`src/sv/rx_link_calibration_sequencer_core_macros.svh`:
```
// Assertion macros shared by the calibration sequencer RTL.
`ifndef RX_LINK_CALIBRATION_SEQUENCER_CORE_MACROS_SVH
`define RX_LINK_CALIBRATION_SEQUENCER_CORE_MACROS_SVH

// Same-cycle implication, disabled during reset.
`define RLCS_ASSERT_NOW(label, clk, rst, ante, cons, msg) \
   label: assert property (@(posedge clk) disable iff (rst) (ante) |-> (cons)) \
      else $error(msg);

// Next-cycle implication, disabled during reset.
`define RLCS_ASSERT_NEXT(label, clk, rst, ante, cons, msg) \
   label: assert property (@(posedge clk) disable iff (rst) (ante) |=> (cons)) \
      else $error(msg);

`endif

```
`src/sv/rlcs_pkg.sv`:
```
// Types, codes and helper functions of the receive calibration sequencer.
package rlcs_pkg;

   localparam int TIMER_BITS    = 16;
   localparam int ELAPSED_BITS  = 10;
   localparam int LIMIT_BITS    = 16;
   localparam int ATTEMPT_BITS  = 8;
   localparam int CSR_ADDR_BITS = 5;
   localparam int CSR_DATA_BITS = 32;
   localparam int SUM_BITS =
      ((TIMER_BITS > ELAPSED_BITS) ? TIMER_BITS : ELAPSED_BITS) + 1;
   localparam int CMP_BITS =
      (TIMER_BITS > LIMIT_BITS) ? TIMER_BITS : LIMIT_BITS;

   typedef logic [TIMER_BITS-1:0]   timer_type;
   typedef logic [ELAPSED_BITS-1:0] elapsed_type;
   typedef logic [LIMIT_BITS-1:0]   limit_type;
   typedef logic [ATTEMPT_BITS-1:0] attempt_type;

   // Request opcodes
   localparam logic OP_STEP = 1'b0;
   localparam logic OP_INIT = 1'b1;

   // PCS control actions
   localparam logic [2:0] CTRL_NONE      = 3'd0;
   localparam logic [2:0] CTRL_TX_RXCLK  = 3'd1;
   localparam logic [2:0] CTRL_RX_RESET  = 3'd2;
   localparam logic [2:0] CTRL_RX_ENABLE = 3'd3;
   localparam logic [2:0] CTRL_TX_TXCLK  = 3'd4;

   // Phase tracker actions
   localparam logic [1:0] TRK_NONE    = 2'd0;
   localparam logic [1:0] TRK_DISABLE = 2'd1;
   localparam logic [1:0] TRK_RESTART = 2'd2;

   // Reported state codes
   localparam logic [2:0] CODE_INIT      = 3'd0;
   localparam logic [2:0] CODE_START     = 3'd1;
   localparam logic [2:0] CODE_RESET_PCS = 3'd2;
   localparam logic [2:0] CODE_WAIT_LOCK = 3'd3;
   localparam logic [2:0] CODE_VALIDATE  = 3'd4;
   localparam logic [2:0] CODE_RESTART   = 3'd5;
   localparam logic [2:0] CODE_DONE      = 3'd6;

   // Register indexes
   localparam logic [2:0] REG_LPDC_SUPPORTED   = 3'd0;
   localparam logic [2:0] REG_ANY_LPDC_PORTS   = 3'd1;
   localparam logic [2:0] REG_EARLYUP_WAIT_MS  = 3'd2;
   localparam logic [2:0] REG_LINK_WAIT_MS     = 3'd3;
   localparam logic [2:0] REG_ALIGN_WAIT_MS    = 3'd4;
   localparam logic [2:0] REG_ALIGN_TO_LINK_MS = 3'd5;
   localparam logic [2:0] REG_RESTART_WAIT_MS  = 3'd6;
   localparam logic [2:0] REG_MIN_CALIB_MS     = 3'd7;

   // Register reset values
   localparam limit_type RST_EARLYUP_WAIT_MS  = 16'd10;
   localparam limit_type RST_LINK_WAIT_MS     = 16'd100;
   localparam limit_type RST_ALIGN_WAIT_MS    = 16'd1;
   localparam limit_type RST_ALIGN_TO_LINK_MS = 16'd5000;
   localparam limit_type RST_RESTART_WAIT_MS  = 16'd100;
   localparam limit_type RST_MIN_CALIB_MS     = 16'd20000;

   localparam attempt_type ATTEMPT_MAX = '1;

   typedef enum logic [6:0] {
      ST_INIT      = 7'b0000001,
      ST_START     = 7'b0000010,
      ST_RESET_PCS = 7'b0000100,
      ST_WAIT_LOCK = 7'b0001000,
      ST_VALIDATE  = 7'b0010000,
      ST_RESTART   = 7'b0100000,
      ST_DONE      = 7'b1000000
   } seq_state_type;

   typedef struct packed {
      logic        opcode;
      logic        port_in_use;
      logic        link_up_event;
      logic        status_read_ok;
      logic        early_link;
      logic        rx_aligned;
      logic        tx_setup_done;
      logic        phase_ready;
      elapsed_type elapsed_ms;
   } req_type;

   typedef struct packed {
      logic        done_res;
      logic [2:0]  state_now;
      logic [2:0]  ctrl_action;
      logic [1:0]  tracker_action;
      attempt_type attempts;
   } rsp_type;

   typedef struct packed {
      logic      lpdc_supported;
      logic      any_lpdc_ports;
      limit_type earlyup_wait_ms;
      limit_type link_wait_ms;
      limit_type align_wait_ms;
      limit_type align_to_link_ms;
      limit_type restart_wait_ms;
      limit_type min_calib_ms;
   } cfg_type;

   typedef struct packed {
      timer_type earlyup;
      timer_type link;
      timer_type align;
      timer_type align_link;
      timer_type restart;
      timer_type min_calib;
   } timers_type;

   function automatic timer_type tick(timer_type t, elapsed_type el);
      logic [SUM_BITS-1:0] s;
      s = SUM_BITS'(t) + SUM_BITS'(el);
      if (s > SUM_BITS'({TIMER_BITS{1'b1}})) begin
         return '1;
      end
      return s[TIMER_BITS-1:0];
   endfunction

   function automatic logic expired(timer_type t, limit_type limit);
      return CMP_BITS'(t) >= CMP_BITS'(limit);
   endfunction

   function automatic logic [2:0] state_code(seq_state_type st);
      logic [2:0] code;
      case (st)
         ST_INIT:      code = CODE_INIT;
         ST_START:     code = CODE_START;
         ST_RESET_PCS: code = CODE_RESET_PCS;
         ST_WAIT_LOCK: code = CODE_WAIT_LOCK;
         ST_VALIDATE:  code = CODE_VALIDATE;
         ST_RESTART:   code = CODE_RESTART;
         ST_DONE:      code = CODE_DONE;
         default:      code = CODE_INIT;
      endcase
      return code;
   endfunction

endpackage

```
`src/sv/rlcs_req_if.sv`:
```
// Request channel: valid, ready and one sequencer command.
interface rlcs_req_if;
   import rlcs_pkg::*;

   logic    valid;
   logic    ready;
   req_type data;

   modport source (output valid, output data, input ready);
   modport sink (input valid, input data, output ready);
endinterface

```
`src/sv/rlcs_rsp_if.sv`:
```
// Response channel: valid, ready and one sequencer result.
interface rlcs_rsp_if;
   import rlcs_pkg::*;

   logic    valid;
   logic    ready;
   rsp_type data;

   modport source (output valid, output data, input ready);
   modport sink (input valid, input data, output ready);
endinterface

```
`src/sv/rlcs_csr.sv`:
```
// APB register bank holding the sequencer limits and mode bits.
module rlcs_csr (
   input  logic                                 clock,
   input  logic                                 reset,
   input  logic                                 csr_psel,
   input  logic                                 csr_penable,
   input  logic                                 csr_pwrite,
   input  logic [rlcs_pkg::CSR_ADDR_BITS-1:0]   csr_paddr,
   input  logic [rlcs_pkg::CSR_DATA_BITS-1:0]   csr_pwdata,
   output logic [rlcs_pkg::CSR_DATA_BITS-1:0]   csr_prdata,
   output logic                                 csr_pready,
   output rlcs_pkg::cfg_type                    cfg
);
   import rlcs_pkg::*;

   cfg_type    cfg_ff;
   cfg_type    cfg_in;
   logic       wr_en;
   logic [2:0] reg_idx;

   assign csr_pready = 1'b1;
   assign wr_en      = csr_psel & csr_penable & csr_pwrite & csr_pready;
   assign reg_idx    = csr_paddr[CSR_ADDR_BITS-1:2];
   assign cfg        = cfg_ff;

   always_comb begin
      cfg_in = cfg_ff;
      if (wr_en) begin
         case (reg_idx)
            REG_LPDC_SUPPORTED:   cfg_in.lpdc_supported   = csr_pwdata[0];
            REG_ANY_LPDC_PORTS:   cfg_in.any_lpdc_ports   = csr_pwdata[0];
            REG_EARLYUP_WAIT_MS:  cfg_in.earlyup_wait_ms  = csr_pwdata[LIMIT_BITS-1:0];
            REG_LINK_WAIT_MS:     cfg_in.link_wait_ms     = csr_pwdata[LIMIT_BITS-1:0];
            REG_ALIGN_WAIT_MS:    cfg_in.align_wait_ms    = csr_pwdata[LIMIT_BITS-1:0];
            REG_ALIGN_TO_LINK_MS: cfg_in.align_to_link_ms = csr_pwdata[LIMIT_BITS-1:0];
            REG_RESTART_WAIT_MS:  cfg_in.restart_wait_ms  = csr_pwdata[LIMIT_BITS-1:0];
            REG_MIN_CALIB_MS:     cfg_in.min_calib_ms     = csr_pwdata[LIMIT_BITS-1:0];
            default:              cfg_in = cfg_ff;
         endcase
      end
   end

   always_comb begin
      case (reg_idx)
         REG_LPDC_SUPPORTED:   csr_prdata = CSR_DATA_BITS'(cfg_ff.lpdc_supported);
         REG_ANY_LPDC_PORTS:   csr_prdata = CSR_DATA_BITS'(cfg_ff.any_lpdc_ports);
         REG_EARLYUP_WAIT_MS:  csr_prdata = CSR_DATA_BITS'(cfg_ff.earlyup_wait_ms);
         REG_LINK_WAIT_MS:     csr_prdata = CSR_DATA_BITS'(cfg_ff.link_wait_ms);
         REG_ALIGN_WAIT_MS:    csr_prdata = CSR_DATA_BITS'(cfg_ff.align_wait_ms);
         REG_ALIGN_TO_LINK_MS: csr_prdata = CSR_DATA_BITS'(cfg_ff.align_to_link_ms);
         REG_RESTART_WAIT_MS:  csr_prdata = CSR_DATA_BITS'(cfg_ff.restart_wait_ms);
         REG_MIN_CALIB_MS:     csr_prdata = CSR_DATA_BITS'(cfg_ff.min_calib_ms);
         default:              csr_prdata = '0;
      endcase
   end

   always_ff @(posedge clock) begin
      if (reset) begin
         cfg_ff.lpdc_supported   <= 1'b0;
         cfg_ff.any_lpdc_ports   <= 1'b0;
         cfg_ff.earlyup_wait_ms  <= RST_EARLYUP_WAIT_MS;
         cfg_ff.link_wait_ms     <= RST_LINK_WAIT_MS;
         cfg_ff.align_wait_ms    <= RST_ALIGN_WAIT_MS;
         cfg_ff.align_to_link_ms <= RST_ALIGN_TO_LINK_MS;
         cfg_ff.restart_wait_ms  <= RST_RESTART_WAIT_MS;
         cfg_ff.min_calib_ms     <= RST_MIN_CALIB_MS;
      end else begin
         cfg_ff <= cfg_in;
      end
   end

endmodule

```
`src/sv/rx_link_calibration_sequencer_core.sv`:
```
// Receive-path calibration sequencer: input register, state update, result register.
//
//   channel   direction  handshake            payload
//   req_ch    in         valid/ready          opcode, status flags, elapsed_ms
//   rsp_ch    out        valid/ready          done_res, state_now, actions, attempts
//   csr_*     in         APB, pready tied 1   eight limit and mode registers
//
// One request per cycle sustained while rsp_ch.ready is high; a response is valid once the accepted
// request has passed the input register and then the state update into the result register.
// The state machine, timers and attempt count update in the same cycle that loads
// the result, so consecutive requests see each other's effects with no bubble.
// Reset is synchronous and clears state, timers and both valid flags; no clearing pass.
// A stalled response holds the input stage; one request waits there before req_ch.ready drops.
`include "rx_link_calibration_sequencer_core_macros.svh"

module rx_link_calibration_sequencer_core (
   input  logic                                 clock,
   input  logic                                 reset,
   rlcs_req_if.sink                             req_ch,
   rlcs_rsp_if.source                           rsp_ch,
   input  logic                                 csr_psel,
   input  logic                                 csr_penable,
   input  logic                                 csr_pwrite,
   input  logic [rlcs_pkg::CSR_ADDR_BITS-1:0]   csr_paddr,
   input  logic [rlcs_pkg::CSR_DATA_BITS-1:0]   csr_pwdata,
   output logic [rlcs_pkg::CSR_DATA_BITS-1:0]   csr_prdata,
   output logic                                 csr_pready
);
   import rlcs_pkg::*;

   cfg_type       cfg;

   logic          s1_valid_ff;
   logic          s1_valid_in;
   req_type       s1_data_ff;
   logic          s1_adv;
   logic          req_take;

   logic          rsp_valid_ff;
   logic          rsp_valid_in;
   rsp_type       rsp_data_ff;
   rsp_type       rsp_data_in;

   seq_state_type state_ff;
   seq_state_type state_in;
   logic          entered_ff;
   logic          entered_in;
   timers_type    timers_ff;
   timers_type    timers_in;
   attempt_type   attempt_ff;
   attempt_type   attempt_in;

   logic          sup;
   logic          link;
   logic          rd_ok;
   logic          early;
   logic          aligned;
   logic          fired;
   seq_state_type step_next;

   rlcs_csr u_csr (
      .clock       (clock),
      .reset       (reset),
      .csr_psel    (csr_psel),
      .csr_penable (csr_penable),
      .csr_pwrite  (csr_pwrite),
      .csr_paddr   (csr_paddr),
      .csr_pwdata  (csr_pwdata),
      .csr_prdata  (csr_prdata),
      .csr_pready  (csr_pready),
      .cfg         (cfg)
   );

   // Handshake and pipeline flow
   assign s1_adv       = s1_valid_ff & (~rsp_valid_ff | rsp_ch.ready);
   assign req_ch.ready = ~s1_valid_ff | s1_adv;
   assign req_take     = req_ch.valid & req_ch.ready;
   assign s1_valid_in  = req_take | (s1_valid_ff & ~s1_adv);
   assign rsp_valid_in = s1_adv | (rsp_valid_ff & ~rsp_ch.ready);
   assign rsp_ch.valid = rsp_valid_ff;
   assign rsp_ch.data  = rsp_data_ff;

   assign sup     = cfg.lpdc_supported;
   assign link    = s1_data_ff.link_up_event;
   assign rd_ok   = sup & s1_data_ff.status_read_ok;
   assign early   = rd_ok & s1_data_ff.early_link;
   assign aligned = rd_ok & s1_data_ff.rx_aligned;

   always_comb begin
      timers_in   = timers_ff;
      state_in    = state_ff;
      entered_in  = entered_ff;
      attempt_in  = attempt_ff;
      step_next   = state_ff;
      fired       = 1'b0;
      rsp_data_in.done_res       = 1'b0;
      rsp_data_in.ctrl_action    = CTRL_NONE;
      rsp_data_in.tracker_action = TRK_NONE;

      if (s1_data_ff.opcode == OP_INIT) begin
         timers_in  = '0;
         state_in   = ST_INIT;
         entered_in = 1'b1;
      end else if (!s1_data_ff.port_in_use) begin
         rsp_data_in.done_res = 1'b1;
      end else begin
         timers_in.earlyup    = tick(timers_ff.earlyup, s1_data_ff.elapsed_ms);
         timers_in.link       = tick(timers_ff.link, s1_data_ff.elapsed_ms);
         timers_in.align      = tick(timers_ff.align, s1_data_ff.elapsed_ms);
         timers_in.align_link = tick(timers_ff.align_link, s1_data_ff.elapsed_ms);
         timers_in.restart    = tick(timers_ff.restart, s1_data_ff.elapsed_ms);
         timers_in.min_calib  = tick(timers_ff.min_calib, s1_data_ff.elapsed_ms);

         case (state_ff)
            ST_INIT: begin
               if (cfg.any_lpdc_ports) begin
                  if (sup ? early : link) begin
                     timers_in.min_calib = '0;
                     step_next = ST_START;
                     fired     = 1'b1;
                  end
               end else begin
                  step_next = ST_START;
                  fired     = 1'b1;
               end
            end
            ST_START: begin
               if (s1_data_ff.tx_setup_done) begin
                  if (sup) begin
                     if (entered_ff) begin
                        timers_in.earlyup = '0;
                     end
                     if (expired(timers_in.earlyup, cfg.earlyup_wait_ms)) begin
                        rsp_data_in.ctrl_action = CTRL_TX_RXCLK;
                        if (early) begin
                           attempt_in = '0;
                           rsp_data_in.tracker_action = TRK_DISABLE;
                           step_next = ST_RESET_PCS;
                           fired     = 1'b1;
                        end else begin
                           timers_in.earlyup = '0;
                        end
                     end
                  end else begin
                     step_next = ST_DONE;
                     fired     = 1'b1;
                  end
               end
            end
            ST_RESET_PCS: begin
               if (entered_ff) begin
                  timers_in.link = '0;
               end
               if (early) begin
                  rsp_data_in.ctrl_action = CTRL_RX_RESET;
                  if (attempt_ff != ATTEMPT_MAX) begin
                     attempt_in = attempt_ff + 1'b1;
                  end
                  step_next = ST_WAIT_LOCK;
                  fired     = 1'b1;
               end else if (expired(timers_in.link, cfg.link_wait_ms)) begin
                  step_next = ST_INIT;
                  fired     = 1'b1;
               end
            end
            ST_WAIT_LOCK: begin
               if (entered_ff) begin
                  timers_in.link  = '0;
                  timers_in.align = '0;
               end
               if (early) begin
                  if (expired(timers_in.align, cfg.align_wait_ms)) begin
                     fired = 1'b1;
                     if (aligned) begin
                        rsp_data_in.tracker_action = TRK_RESTART;
                        step_next = ST_VALIDATE;
                     end else if (expired(timers_in.min_calib, cfg.min_calib_ms)) begin
                        step_next = ST_INIT;
                     end else begin
                        step_next = ST_RESET_PCS;
                     end
                  end
               end else if (expired(timers_in.link, cfg.link_wait_ms)) begin
                  step_next = ST_INIT;
                  fired     = 1'b1;
               end
            end
            ST_VALIDATE: begin
               if (s1_data_ff.phase_ready) begin
                  rsp_data_in.ctrl_action    = CTRL_RX_ENABLE;
                  rsp_data_in.tracker_action = TRK_DISABLE;
                  step_next = ST_DONE;
                  fired     = 1'b1;
               end else if (!early || expired(timers_in.min_calib, cfg.min_calib_ms)) begin
                  step_next = ST_INIT;
                  fired     = 1'b1;
               end
            end
            ST_RESTART: begin
               if (entered_ff) begin
                  timers_in.restart = '0;
                  rsp_data_in.ctrl_action = CTRL_TX_TXCLK;
               end else if (expired(timers_in.restart, cfg.restart_wait_ms)) begin
                  step_next = ST_INIT;
                  fired     = 1'b1;
               end
            end
            ST_DONE: begin
               if (sup && entered_ff) begin
                  timers_in.align_link = '0;
               end
               if (sup && !early) begin
                  step_next = ST_INIT;
                  fired     = 1'b1;
               end else if (sup && !link &&
                            expired(timers_in.align_link, cfg.align_to_link_ms)) begin
                  step_next = ST_RESTART;
                  fired     = 1'b1;
               end else if (cfg.any_lpdc_ports) begin
                  rsp_data_in.done_res =
                     link & expired(timers_in.min_calib, cfg.min_calib_ms);
               end else begin
                  rsp_data_in.done_res = link;
               end
            end
            default: begin
               step_next = ST_INIT;
               fired     = 1'b1;
            end
         endcase

         state_in   = step_next;
         entered_in = fired;
      end

      rsp_data_in.state_now = state_code(state_in);
      rsp_data_in.attempts  = attempt_in;
   end

   always_ff @(posedge clock) begin
      if (reset) begin
         s1_valid_ff  <= 1'b0;
         rsp_valid_ff <= 1'b0;
         state_ff     <= ST_INIT;
         entered_ff   <= 1'b1;
         timers_ff    <= '0;
         attempt_ff   <= '0;
      end else begin
         s1_valid_ff  <= s1_valid_in;
         rsp_valid_ff <= rsp_valid_in;
         if (s1_adv) begin
            state_ff   <= state_in;
            entered_ff <= entered_in;
            timers_ff  <= timers_in;
            attempt_ff <= attempt_in;
         end
      end
   end

   always_ff @(posedge clock) begin
      if (req_take) begin
         s1_data_ff <= req_ch.data;
      end
      if (s1_adv) begin
         rsp_data_ff <= rsp_data_in;
      end
   end

   `RLCS_ASSERT_NEXT(a_init_clears, clock, reset,
      s1_adv && s1_data_ff.opcode == OP_INIT,
      state_ff == ST_INIT && entered_ff && timers_ff == '0,
      "init request did not return the sequencer to INIT with cleared timers")
   `RLCS_ASSERT_NEXT(a_state_holds, clock, reset,
      !s1_adv,
      $stable(state_ff) && $stable(attempt_ff) && $stable(timers_ff),
      "sequencer state moved without a request advancing")
   `RLCS_ASSERT_NEXT(a_result_loaded, clock, reset,
      s1_adv,
      rsp_valid_ff,
      "advanced request produced no response")
   `RLCS_ASSERT_NOW(a_stall_cause, clock, reset,
      !req_ch.ready,
      s1_valid_ff && rsp_valid_ff && !rsp_ch.ready,
      "request side stalled while the pipeline could move")

endmodule
```
`src/flat_wrapper.sv`:
```
// flat-port wrapper written by rule: the top's interface ports become plain ports
module rx_link_calibration_sequencer_core_flat import rlcs_pkg::*;
  (clock, reset, csr_psel, csr_penable, csr_pwrite, csr_paddr, csr_pwdata, csr_prdata, csr_pready, req_ch_valid, req_ch_data, req_ch_ready, rsp_ch_valid, rsp_ch_data, rsp_ch_ready);
  rlcs_req_if req_ch_i ();
  rlcs_rsp_if rsp_ch_i ();
  input  logic clock;
  input  logic reset;
  input  logic csr_psel;
  input  logic csr_penable;
  input  logic csr_pwrite;
  input  logic [rlcs_pkg::CSR_ADDR_BITS-1:0] csr_paddr;
  input  logic [rlcs_pkg::CSR_DATA_BITS-1:0] csr_pwdata;
  output logic [rlcs_pkg::CSR_DATA_BITS-1:0] csr_prdata;
  output logic csr_pready;
  input wire logic [$bits(req_ch_i.valid)-1:0] req_ch_valid;
  input wire logic [$bits(req_ch_i.data)-1:0] req_ch_data;
  output wire logic [$bits(req_ch_i.ready)-1:0] req_ch_ready;
  output wire logic [$bits(rsp_ch_i.valid)-1:0] rsp_ch_valid;
  output wire logic [$bits(rsp_ch_i.data)-1:0] rsp_ch_data;
  input wire logic [$bits(rsp_ch_i.ready)-1:0] rsp_ch_ready;
  assign req_ch_i.valid = req_ch_valid;
  assign req_ch_i.data = req_ch_data;
  assign req_ch_ready = req_ch_i.ready;
  assign rsp_ch_valid = rsp_ch_i.valid;
  assign rsp_ch_data = rsp_ch_i.data;
  assign rsp_ch_i.ready = rsp_ch_ready;
  rx_link_calibration_sequencer_core u_core (.clock(clock), .reset(reset), .req_ch(req_ch_i), .rsp_ch(rsp_ch_i), .csr_psel(csr_psel), .csr_penable(csr_penable), .csr_pwrite(csr_pwrite), .csr_paddr(csr_paddr), .csr_pwdata(csr_pwdata), .csr_prdata(csr_prdata), .csr_pready(csr_pready));
endmodule
```
`config.mk`:
```
export PLATFORM = sky130hd
export DESIGN_NAME = rx_link_calibration_sequencer_core_flat
export DESIGN_NICKNAME = d
export VERILOG_FILES = /design/src/sv/rlcs_pkg.sv /design/src/sv/rlcs_req_if.sv /design/src/sv/rlcs_rsp_if.sv /design/src/sv/rlcs_csr.sv /design/src/sv/rx_link_calibration_sequencer_core.sv /design/src/flat_wrapper.sv
export VERILOG_INCLUDE_DIRS = /design/src /design/src/sv
export SDC_FILE = /design/constraint.sdc
export NUM_CORES = 1
export LEC_CHECK = 0
export ABC_AREA = 1
export BUFFER_PORTS_ARGS = -buffer_cell sky130_fd_sc_hd__buf_2
export CAP_MARGIN = 20
export CELL_PAD_IN_SITES_DETAIL_PLACEMENT = 1
export CELL_PAD_IN_SITES_GLOBAL_PLACEMENT = 1
export CORE_MARGIN = 5
export CORE_UTILIZATION = 48
export DETAILED_ROUTE_END_ITERATION = 16
export GPL_TIMING_DRIVEN = 0
export PLACE_DENSITY_LB_ADDON = 0.1
export SKIP_LAST_GASP = 1
export SLEW_MARGIN = 10
export SYNTH_ARGS = -nofsm -noshare
export SYNTH_HDL_FRONTEND = slang
export SYNTH_SLANG_ARGS = --single-unit
```
`constraint.sdc`:
```
create_clock -name clock -period 7.6 [get_ports clock]
set_clock_uncertainty 0.05 [all_clocks]
set_input_delay 0.38 -clock clock [delete_from_list [all_inputs] [get_ports clock]]
set_output_delay 0.38 -clock clock [all_outputs]
set_load 0.02 [all_outputs]
```
# Word level (Yosys, flattened, before mapping)
# Index checks and enable logic that the tools add are counted.
dict set report op_classes {
  eq_ne 21
  muxes 138
  add_sub_neg 7
  order_cmp 13
  n_reduce_logical 19
  bitwise_logic 19
}
# cell n
set ops {}
lappend ops {{$mux 16} 42}
lappend ops {{$pmux 32 s8} 1}
lappend ops {{$mux 96} 2}
lappend ops {{$mux 7} 20}
lappend ops {{$mux 32} 4}
lappend ops {{$ge 16x16->1} 7}
lappend ops {{$add 16x10->17} 6}
lappend ops {{$gt 17x16->1 const B} 6}
lappend ops {{$mux 8} 8}
lappend ops {{$pmux 7 s7} 1}
lappend ops {{$mux 1} 44}
lappend ops {{$pmux 16 s2} 1}
lappend ops {{$pmux 3 s6} 1}
lappend ops {{$reduce_and 2->1} 9}
lappend ops {{$pmux 8 s2} 1}
lappend ops {{$eq 7x2->1 const B} 2}
lappend ops {{$eq 7x3->1 const B} 2}
lappend ops {{$eq 7x4->1 const B} 2}
lappend ops {{$eq 7x5->1 const B} 2}
lappend ops {{$eq 7x6->1 const B} 2}
lappend ops {{$eq 7x7->1 const B} 2}
lappend ops {{$eq 3x3->1 const B} 4}
lappend ops {{$pmux 3 s4} 1}
lappend ops {{$and 1x1->1} 10}
lappend ops {{19 further kinds} 37}
dict set report word_totals {
  register_bits 247
  out_inout_bits 52
}

# Depth between registers and ports, before layout
# Gate-level depths: netlist of run 1.
dict set report depth {
  word_depth 21
  depth_mapped 37
  mapped_depth_nobuf 36
}

# By module
# A second synthesis of run 1 with hierarchy kept.
dict set report unflattened {
  cells_unflattened 2611
  area_unflattened_um2 17710.7
}
# module area_per_inst_um2 cells_per_inst seq_area_each_um2 instances
set by_module_without_submodules {}
lappend by_module_without_submodules {rx_link_calibration_sequencer_core 12957.4 1947 3333.2 1}
lappend by_module_without_submodules {rlcs_csr 4753.3 664 1961.9 1}

# Worst setup path after synthesis of run 1
# No wires, ideal clock.
dict set report synth_timing {
  path_kind {flip-flop to flip-flop}
  from {register u_core.s1_data_ff[1] (netlist name)}
  to {register u_core.rsp_data_ff, in the netlist u_core.rsp_ch.data[13], data pin}
  n_path_buf 1
  synth_period_minus_slack_ps 4099
  required_time_ps 7291
  path_slack_ps 3501
  setup_time_ps 259
  path_stages_with_launch 33
  arrival_time_ps 3790
  cell_sequence {edfxtp_1 > inv_1 > fa_1 > inv_1 > nand3_1 > nand2_1 > nand4_1 > o211ai_2 > a21boi_1 > or2_1 > nor2_1 > nand2_1 > buf_2 > nand2_1 > nand2_1 > inv_1 > ha_1 > nand2_1 > nor2_1 > a21oi_1 > nand3_1 > nand2_1 > nand2_1 > nand2_1 > nand3_1 > nand2_1 > nand2_1 > nand3_1 > nand3_1 > nand2_1 > inv_1 > nand3b_1 > nand3_1}
}
# element line_no
set synth_rtl {}
lappend synth_rtl {{from (decl)} rx_link_calibration_sequencer_core.sv:35} ;# req_type s1_data_ff;
lappend synth_rtl {{from (signal assigned)} rx_link_calibration_sequencer_core.sv:262} ;# s1_data_ff <= req_ch.data;
lappend synth_rtl {{to (signal assigned)} rx_link_calibration_sequencer_core.sv:265} ;# rsp_data_ff <= rsp_data_in;
lappend synth_rtl {{to (decl)} rx_link_calibration_sequencer_core.sv:41} ;# rsp_type rsp_data_ff;

# Final worst setup path of run 1
dict set report layout_timing {
  from {register u_core.s1_data_ff[1] (netlist name)}
  to {register u_core.timers_ff[87] (netlist name)}
}
dict set report layout_between {
  elab_chain_cells 19
}
# element line_no
set layout_rtl {}
lappend layout_rtl {{$add 16x10->17 (*)} rlcs_pkg.sv:117} ;# s = SUM_BITS'(t) + SUM_BITS'(el);
lappend layout_rtl {{$gt 17x16->1} rlcs_pkg.sv:118} ;# if (s > SUM_BITS'({TIMER_BITS{1'b1}})) begin
lappend layout_rtl {{$mux 1} rlcs_pkg.sv:118}
lappend layout_rtl {{$mux 1} rx_link_calibration_sequencer_core.sv:104} ;# end else if (!s1_data_ff.port_in_use) begin
lappend layout_rtl {{$mux 1} rx_link_calibration_sequencer_core.sv:100} ;# if (s1_data_ff.opcode == OP_INIT) begin
lappend layout_rtl {{$mux 16 (*)} rlcs_pkg.sv:121} ;# return s[TIMER_BITS-1:0];
lappend layout_rtl {{$mux 16} rx_link_calibration_sequencer_core.sv:130} ;# if (entered_ff) begin
lappend layout_rtl {{$mux 16} rx_link_calibration_sequencer_core.sv:129} ;# if (sup) begin
lappend layout_rtl {{[... 3 more ...]} --}
lappend layout_rtl {{$mux 16} rx_link_calibration_sequencer_core.sv:100}
lappend layout_rtl {{$ge 16x16->1 / $mux 16 (equally long branches)} {rlcs_pkg.sv:125, rx_link_calibration_sequencer_core.sv:135}}
lappend layout_rtl {{$mux 16} rx_link_calibration_sequencer_core.sv:133} ;# if (expired(timers_in.earlyup, cfg.earlyup_wait_ms)) begin
lappend layout_rtl {{$mux 16} rx_link_calibration_sequencer_core.sv:129}
lappend layout_rtl {{$mux 16} rx_link_calibration_sequencer_core.sv:128} ;# if (s1_data_ff.tx_setup_done) begin
lappend layout_rtl {{$mux 16 (*)} rx_link_calibration_sequencer_core.sv:114} ;# case (state_ff)
lappend layout_rtl {{$mux 96 (*)} rx_link_calibration_sequencer_core.sv:104}
lappend layout_rtl {{$mux 96 (*)} rx_link_calibration_sequencer_core.sv:100}
lappend layout_rtl {{to (signal assigned)} rx_link_calibration_sequencer_core.sv:254} ;# timers_ff <= timers_in;
lappend layout_rtl {{to (decl)} rx_link_calibration_sequencer_core.sv:48} ;# timers_type timers_ff;
# Every way passes the cells marked *; elsewhere a longest branch is shown, timed or not. The select of a mux whose other input is x is not followed.
# A chain may end at the register's enable or synchronous reset.

==> flow_summary.json, run 1 <==
{
  "die_w_um": 196,
  "ant_nets": 0,
  "holdPathStages": 4,
  "fmax_ghz": 0.155,
  "ys.flop_type": "dfxtp_1",
  "final_cells": 3034,
  "finalSetupViolCount": 0,
  "slew_violations": 0,
  "status": "finished clean",
  "synth-edff-count": 35,
  "grt_antenna_before_repair": 2,
  "rows": 68,
  "multi_input_comb_area_um2": 9680,
  "cts_tree": "yes",
  "hpwl_um": 48600,
  "yosys_warnings": 0,
  "r2r-start": "u_core.s1_data_ff[1]",
  "clk_latency_ns": 0.59,
  "clkTransAtPathRegs_ns": 0.06,
  "worstSetupPathType": "register to register",
  "postSynthAreaPerCell_um2": 6.92,
  "place.gp.congestion": 0.954,
  "power_density_nw_per_um2": 178,
  "grt_use_total_pct": 32.0,
  "cts.sinks": 247,
  "period_needed_ns": 6.47,
  "post-place-ws_ns": 1.30,
  "irDropWorstVdd_mv": 0.177,
  "via_count": 17200,
  "via_per_inst": 5.68,
  "async_reset_ff_share_pct": 0,
  "ys_ff_latch": 247,
  "dieArea_um2": 38600,
  "cap_viol_max_count": 0,
  "drt-wirelength-per-cell_um": 21.0,
  "grt_max_degree": 24,
  "cts_buffers": 29,
  "nFillCells": 4537,
  "grt-ovfl-total": 0,
  "max-slew-margin-rel_pct": 25.9,
  "ys_seq_area_share_pct": 31.8,
  "holdPathEnd": "u_core.rsp_ch.valid",
  "min_period_over_period_pct": 85.1,
  "syn_to_final_growth_pct": 13.6,
  "startpoint_type": "register",
  "routed_wl_um": 63700,
  "core_um2": 34400,
  "hold_class": "primary input to register",
  "netlist-cell-type-count": 56,
  "p_total_mw": 3.36,
  "numPortBuffers": 77,
  "seq_area_um2": 5300,
  "die_height_um": 196,
  "rrSetupSlack_ns": 1.13,
  "clockBufferDepth": 3,
  "crit_fanout": 10,
  "drtIter0Drc": 1156,
  "p_leak_nw": 8.58,
  "cp.required_ns": 8.06,
  "cp-end-kind": "register",
  "boundaryPins": 114,
  "h-tree-depth": 1,
  "nets": 2778,
  "worstHoldStart": "rsp_ch_ready",
  "dpl.cell_count": 2958,
  "r2r-end": "u_core.timers_ff[87]",
  "grt_pass1_wl_um": 98300,
  "grt_pass1_vias": 17700,
  "drive_gt1_share_pct": 7.88,
  "fin_util_pct": 55.1,
  "worst_slew_pin_slew_ns": 1.11,
  "setup_ws_ns": 1.13,
  "arrival_ns": 6.93,
  "setup_tns_ns": 0,
  "post-route-cell-area_um2": 18900,
  "finalHoldViolations": 0,
  "holdWs_ns": 0.0414,
  "drt_first_pass_iters": 5,
  "start_util_pct": 48.5,
  "root_buffer": "clkbuf_16",
  "rsz0062_at_grt": "false",
  "synthCells": 2410,
  "placed_area_um2": 17700,
  "synth_area_um2": 16700,
  "reg2reg_depth": 27,
  "postCtsSetupBuffers": 0,
  "drc": 0
}
sequential cells by signal, summed over array words and instances, names as in the netlist:
name / count
u_core.attempt_ff: 8
u_core.entered_ff: 1
u_core.link: 1
u_core.rsp_ch.data: 17
u_core.rsp_ch.valid: 1
u_core.s1_data_ff: 17
u_core.s1_valid_ff: 1
u_core.state_ff: 7
u_core.timers_ff: 96
u_core.u_csr.cfg: 98
kinds of logic after synthesis:
| group | count (synthesis) | synth area share (%) |
|---|---|---|
| fa+ha+maj | 163 | 12.5 |
| buf+inv | 438 | 10.5 |
| simple gates | 862 | 21.5 |
| other cells | 2 | 0.0451 |
| xor+xnor | 52 | 2.73 |
| flops | 247 | 31.8 |
| compound gates | 646 | 20.9 |
area by class of cell:
type                       count  area share (%)
antenna                        3          0.0397
clock inverter                 8           0.773
tap                          455            3.01
timing repair buffer          97            3.12
inverter                     339            6.72
buffer                        99            2.51
multi-input combinational   1740            51.2
sequential                   247            28.0
clock buffer                  46            4.70
Yosys cell counts (3+ instances only):
| master | instances | area, um2 |
|---|---|---|
| a31oi_1 | 8 | 50.1 |
| o21ai_0 | 184 | 921 |
| clkbuf_1 | 65 | 244 |
| nand4_1 | 15 | 93.8 |
| o221ai_1 | 5 | 43.8 |
| edfxtp_1 | 35 | 1050 |
| a21oi_1 | 356 | 1780 |
| fa_1 | 6 | 120 |
| or2_2 | 4 | 25.0 |
| nor2_1 | 131 | 492 |
| xor2_1 | 32 | 280 |
| o21a_1 | 5 | 37.5 |
| o211ai_1 | 18 | 135 |
| a221oi_1 | 5 | 43.8 |
| nand2_2 | 14 | 87.6 |
| nor4_1 | 5 | 31.3 |
| inv_2 | 8 | 30.0 |
| buf_2 | 13 | 65.1 |
| nor3_1 | 31 | 155 |
| ha_1 | 157 | 1960 |
| a21o_1 | 3 | 22.5 |
| nand3_1 | 79 | 395 |
| o31ai_1 | 6 | 45.0 |
| a22oi_1 | 12 | 90.1 |
| buf_4 | 17 | 128 |
| xnor2_1 | 20 | 175 |
| inv_1 | 330 | 1240 |
| o21bai_1 | 14 | 105 |
| o22ai_1 | 18 | 113 |
| dfxtp_1 | 212 | 4240 |
| nor2_2 | 4 | 25.0 |
| o2111ai_1 | 3 | 26.3 |
| buf_6 | 3 | 33.8 |
| nand3b_1 | 3 | 22.5 |
| nand2_1 | 563 | 2110 |
routing by layer:
layer	wire (um)	GRT usage [%]
met4	3600	15.5
met2	29600	53.4
met3	3900	5.01
met1	26700	40.5
met5	0	0
what timing repair did:
item                      CTS  global route
hold endpoints to repair   19             0
resized for setup           0             0
hold buffers               19             0
worst max-delay path, cell delays in order (launching register included):
cell and delay (ns):
edfxtp_1 0.84, inv_1 0.57, fa_1 0.57, nor2_1 0.18, o21ai_1 0.09, nand2_1 0.13, nand2_1 0.06, nand2_1 0.10
a21oi_1 0.08, o21bai_1 0.28, nand2_1 0.13, inv_1 0.12, nand3_1 0.15, buf_2 0.22, a31oi_1 0.23, ha_1 0.29
nand2_1 0.09, inv_1 0.07, nand3_1 0.12, inv_1 0.06, a21oi_1 0.16, nand3_1 0.28, a21oi_1 0.22, nor4_1 0.07
nor2_1 0.64, buf_2 0.36, nand2_1 0.09, a21oi_1 0.12
worst max path at each step:
stage	end	startpoint	depth (start not counted)	slack, ns
finish	u_core.timers_ff[87]	u_core.s1_data_ff[1]	27	1.13
global route	u_core.timers_ff[87]	u_core.s1_data_ff[1]	27	0.74
CTS	u_core.timers_ff[91]	u_core.s1_data_ff[1]	27	1.19
detailed placement	u_core.timers_ff[91]	u_core.s1_data_ff[1]	27	1.30
global placement	u_core.timers_ff[91]	u_core.s1_data_ff[1]	27	1.35
floorplan	u_core.rsp_ch.data[13]	u_core.s1_data_ff[1]	32	3.50
placed cells by master, fill, tap and decap left out, types with 32 or more instances in the layout:
cell / count
xor2_1: 32
nand2_1: 563
nor2_1: 131
o21ai_0: 184
inv_1: 330
a21oi_1: 356
dfxtp_1: 212
buf_2: 90
ha_1: 157
edfxtp_1: 35
nand3_1: 79
clkbuf_1: 72
report_power, final:
| group | internal [mW] | total, mW | switching, mW |
|---|---|---|---|
| logic | 0.134 | 0.430 | 0.297 |
| registers | 1.35 | 1.39 | 0.0352 |
| clock network | 0.933 | 1.54 | 0.608 |
| total | 2.42 | 3.36 | 0.940 |
No activity file was read; power rests on OpenSTA's default activity.
==> inputs of run 2 (changes only) <==
--- a/config.mk
+++ b/config.mk
@@ -7,13 +7,14 @@
 export NUM_CORES = 1
 export LEC_CHECK = 0
 export ABC_AREA = 1
-export BUFFER_PORTS_ARGS = -buffer_cell sky130_fd_sc_hd__buf_2
 export CAP_MARGIN = 20
 export CELL_PAD_IN_SITES_DETAIL_PLACEMENT = 1
 export CELL_PAD_IN_SITES_GLOBAL_PLACEMENT = 1
 export CORE_MARGIN = 5
-export CORE_UTILIZATION = 48
+export CORE_UTILIZATION = 51
+export CTS_CLUSTER_DIAMETER = 30
 export DETAILED_ROUTE_END_ITERATION = 16
+export DONT_BUFFER_PORTS = 1
 export GPL_TIMING_DRIVEN = 0
 export PLACE_DENSITY_LB_ADDON = 0.1
 export SKIP_LAST_GASP = 1
==> run 2 against run 1 <==
  * Core utilization increased by 5.9 points
  * Hold slack worse by 0.0072 ns
  * Largest power group unchanged
  * Clock power rose by 68%
  * Critical endpoint is now u_core.timers_ff[91]
  * Highest routed layer unchanged
  * Global-route usage grew 5.3 points
  * Wire length rose by 10%
  * Power rose by 32%
  * Sequential share of layout area decreased by 1.2 points
  * Die area is 5.6% lower
  * Clock-buffer cell count is 32 higher
  * Via count rose by 4.6%
==> flow_summary.json, run 2 (synthesis gave the netlist of run 1 again) <==
{
  "status": "finished clean",
  "wl_met2_um": 32200,
  "nets": 2753,
  "finalSetupViolCount": 0,
  "grt_pass1_vias": 18900,
  "p_leak_nw": 8.85,
  "worstSetupPathType": "register to register",
  "cts.sinks": 247,
  "clk_latency_ns": 0.62,
  "syn_to_final_growth_pct": 18.5,
  "crit_top_cell": "nand2_1",
  "max-slew-margin-rel_pct": 33.0,
  "numPortBuffers": 0,
  "top_layer": "met4",
  "largest_register_ffs": 98,
  "drc": 0,
  "period_needed_ns": 6.72,
  "rrSetupSlack_ns": 0.88,
  "grt_max_degree": 24,
  "layout_commonest_cell": "nand2_1",
  "cts_buffers": 60,
  "path_buf_inv": 5,
  "via_per_inst": 5.95,
  "cp.required_ns": 8.07,
  "fmax_ghz": 0.149,
  "grt-ovfl-total": 0,
  "hpwl_um": 48000,
  "cp_slowest_cell": "edfxtp_1",
  "rsz0062_at_grt": "false",
  "irDropWorstVdd_mv": 0.213,
  "ant_nets": 0,
  "root_buffer": "clkbuf_16",
  "cpLargestDelayFamily": "simple AND/OR/NAND/NOR gates",
  "finalHoldViolations": 0,
  "clockBufferDepth": 3,
  "rows": 66,
  "die_height_um": 191,
  "p_total_mw": 4.42,
  "setup_tns_ns": 0,
  "hold_class": "primary input to register",
  "power_density_nw_per_um2": 224,
  "cts_tree": "yes",
  "drive_gt1_share_pct": 7.02,
  "clkTransAtPathRegs_ns": 0.05,
  "start_util_pct": 51.5,
  "drt_first_pass_iters": 5,
  "core_um2": 32400,
  "post_cts_resized": 0,
  "arrival_ns": 7.19,
  "boundaryPins": 114,
  "h-tree-depth": 2,
  "wl_met3_um": 5630,
  "place.gp.congestion": 0.969,
  "crit_fanout": 10,
  "max_stage_delay_ns": 0.86,
  "worst_slew_pin_slew_ns": 1.00,
  "drtIter0Drc": 1330,
  "startpoint_type": "register",
  "wl_met1_um": 27300,
  "grt_antenna_before_repair": 9,
  "cp-end-kind": "register",
  "cap_viol_max_count": 0,
  "slew_violations": 0,
  "drt-wirelength-per-cell_um": 23.2,
  "routed_wl_um": 70200,
  "die_w_um": 191,
  "via_count": 18000,
  "grt_use_total_pct": 37.3,
  "final_cell_mix": "563 x nand2_1, 356 x a21oi_1, 330 x inv_1",
  "min_period_over_period_pct": 88.4,
  "grt_pass1_wl_um": 106000,
  "dieArea_um2": 36400
}
run 2: timing repair:
item / CTS / global route
setup buffers: 0 / 0
endpoints found under the hold margin: 110 / 0
hold buffers: 39 / 0
run 2: path summary, 6_finish.rpt:
check	startpoint	end	cells past startpoint
setup / recovery	u_core.s1_data_ff[1]	u_core.timers_ff[91]	27
hold / removal	csr_pwdata[14]	u_core.u_csr.cfg[46]	2
setup reg to reg	u_core.s1_data_ff[1]	u_core.timers_ff[91]	27
hold reg to reg	u_core.timers_ff[87]	u_core.timers_ff[87]	2
run 2: report_power, final:
| group | internal, mW | leakage [nW] | switching [mW] |
|---|---|---|---|
| registers | 1.36 | 2.05 | 0.0429 |
| clock network | 1.73 | 1.00 | 0.860 |
| logic | 0.129 | 5.79 | 0.299 |
| total | 3.22 | 8.85 | 1.20 |
run 2: cell type report:
type / count / area, um2
Antenna cell: 9 / 22.5
Buffer: 99 / 474
Clock buffer: 78 / 1660
Clock inverter: 33 / 370
Fill cell: 4247 / 12600
Inverter: 339 / 1270
Multi-Input combinational cell: 1740 / 9680
Sequential cell: 247 / 5300
Tap cell: 442 / 553
Timing Repair Buffer: 41 / 413
run 2: per-stage QoR:
step	util [%]	instance area (um2)	instances	worst slack [ns]	hold WS, ns
floorplan	-	16700	2425	3.50	0.393
global placement	53.4	17300	2867	1.31	0.404
detailed placement	53.4	17300	2869	1.17	0.408
CTS	60.9	19700	3019	0.990	0.0158
global route	61.0	19700	3026	0.490	0.0807
finish	61.0	19700	3028	0.879	0.0342
run 2: routing by layer:
metal  GRT usage, %  up-vias
met5              0        -
li1               -     8229
met4           23.2        0
met3           7.56      313
met2           62.0      811
met1           44.2     8676
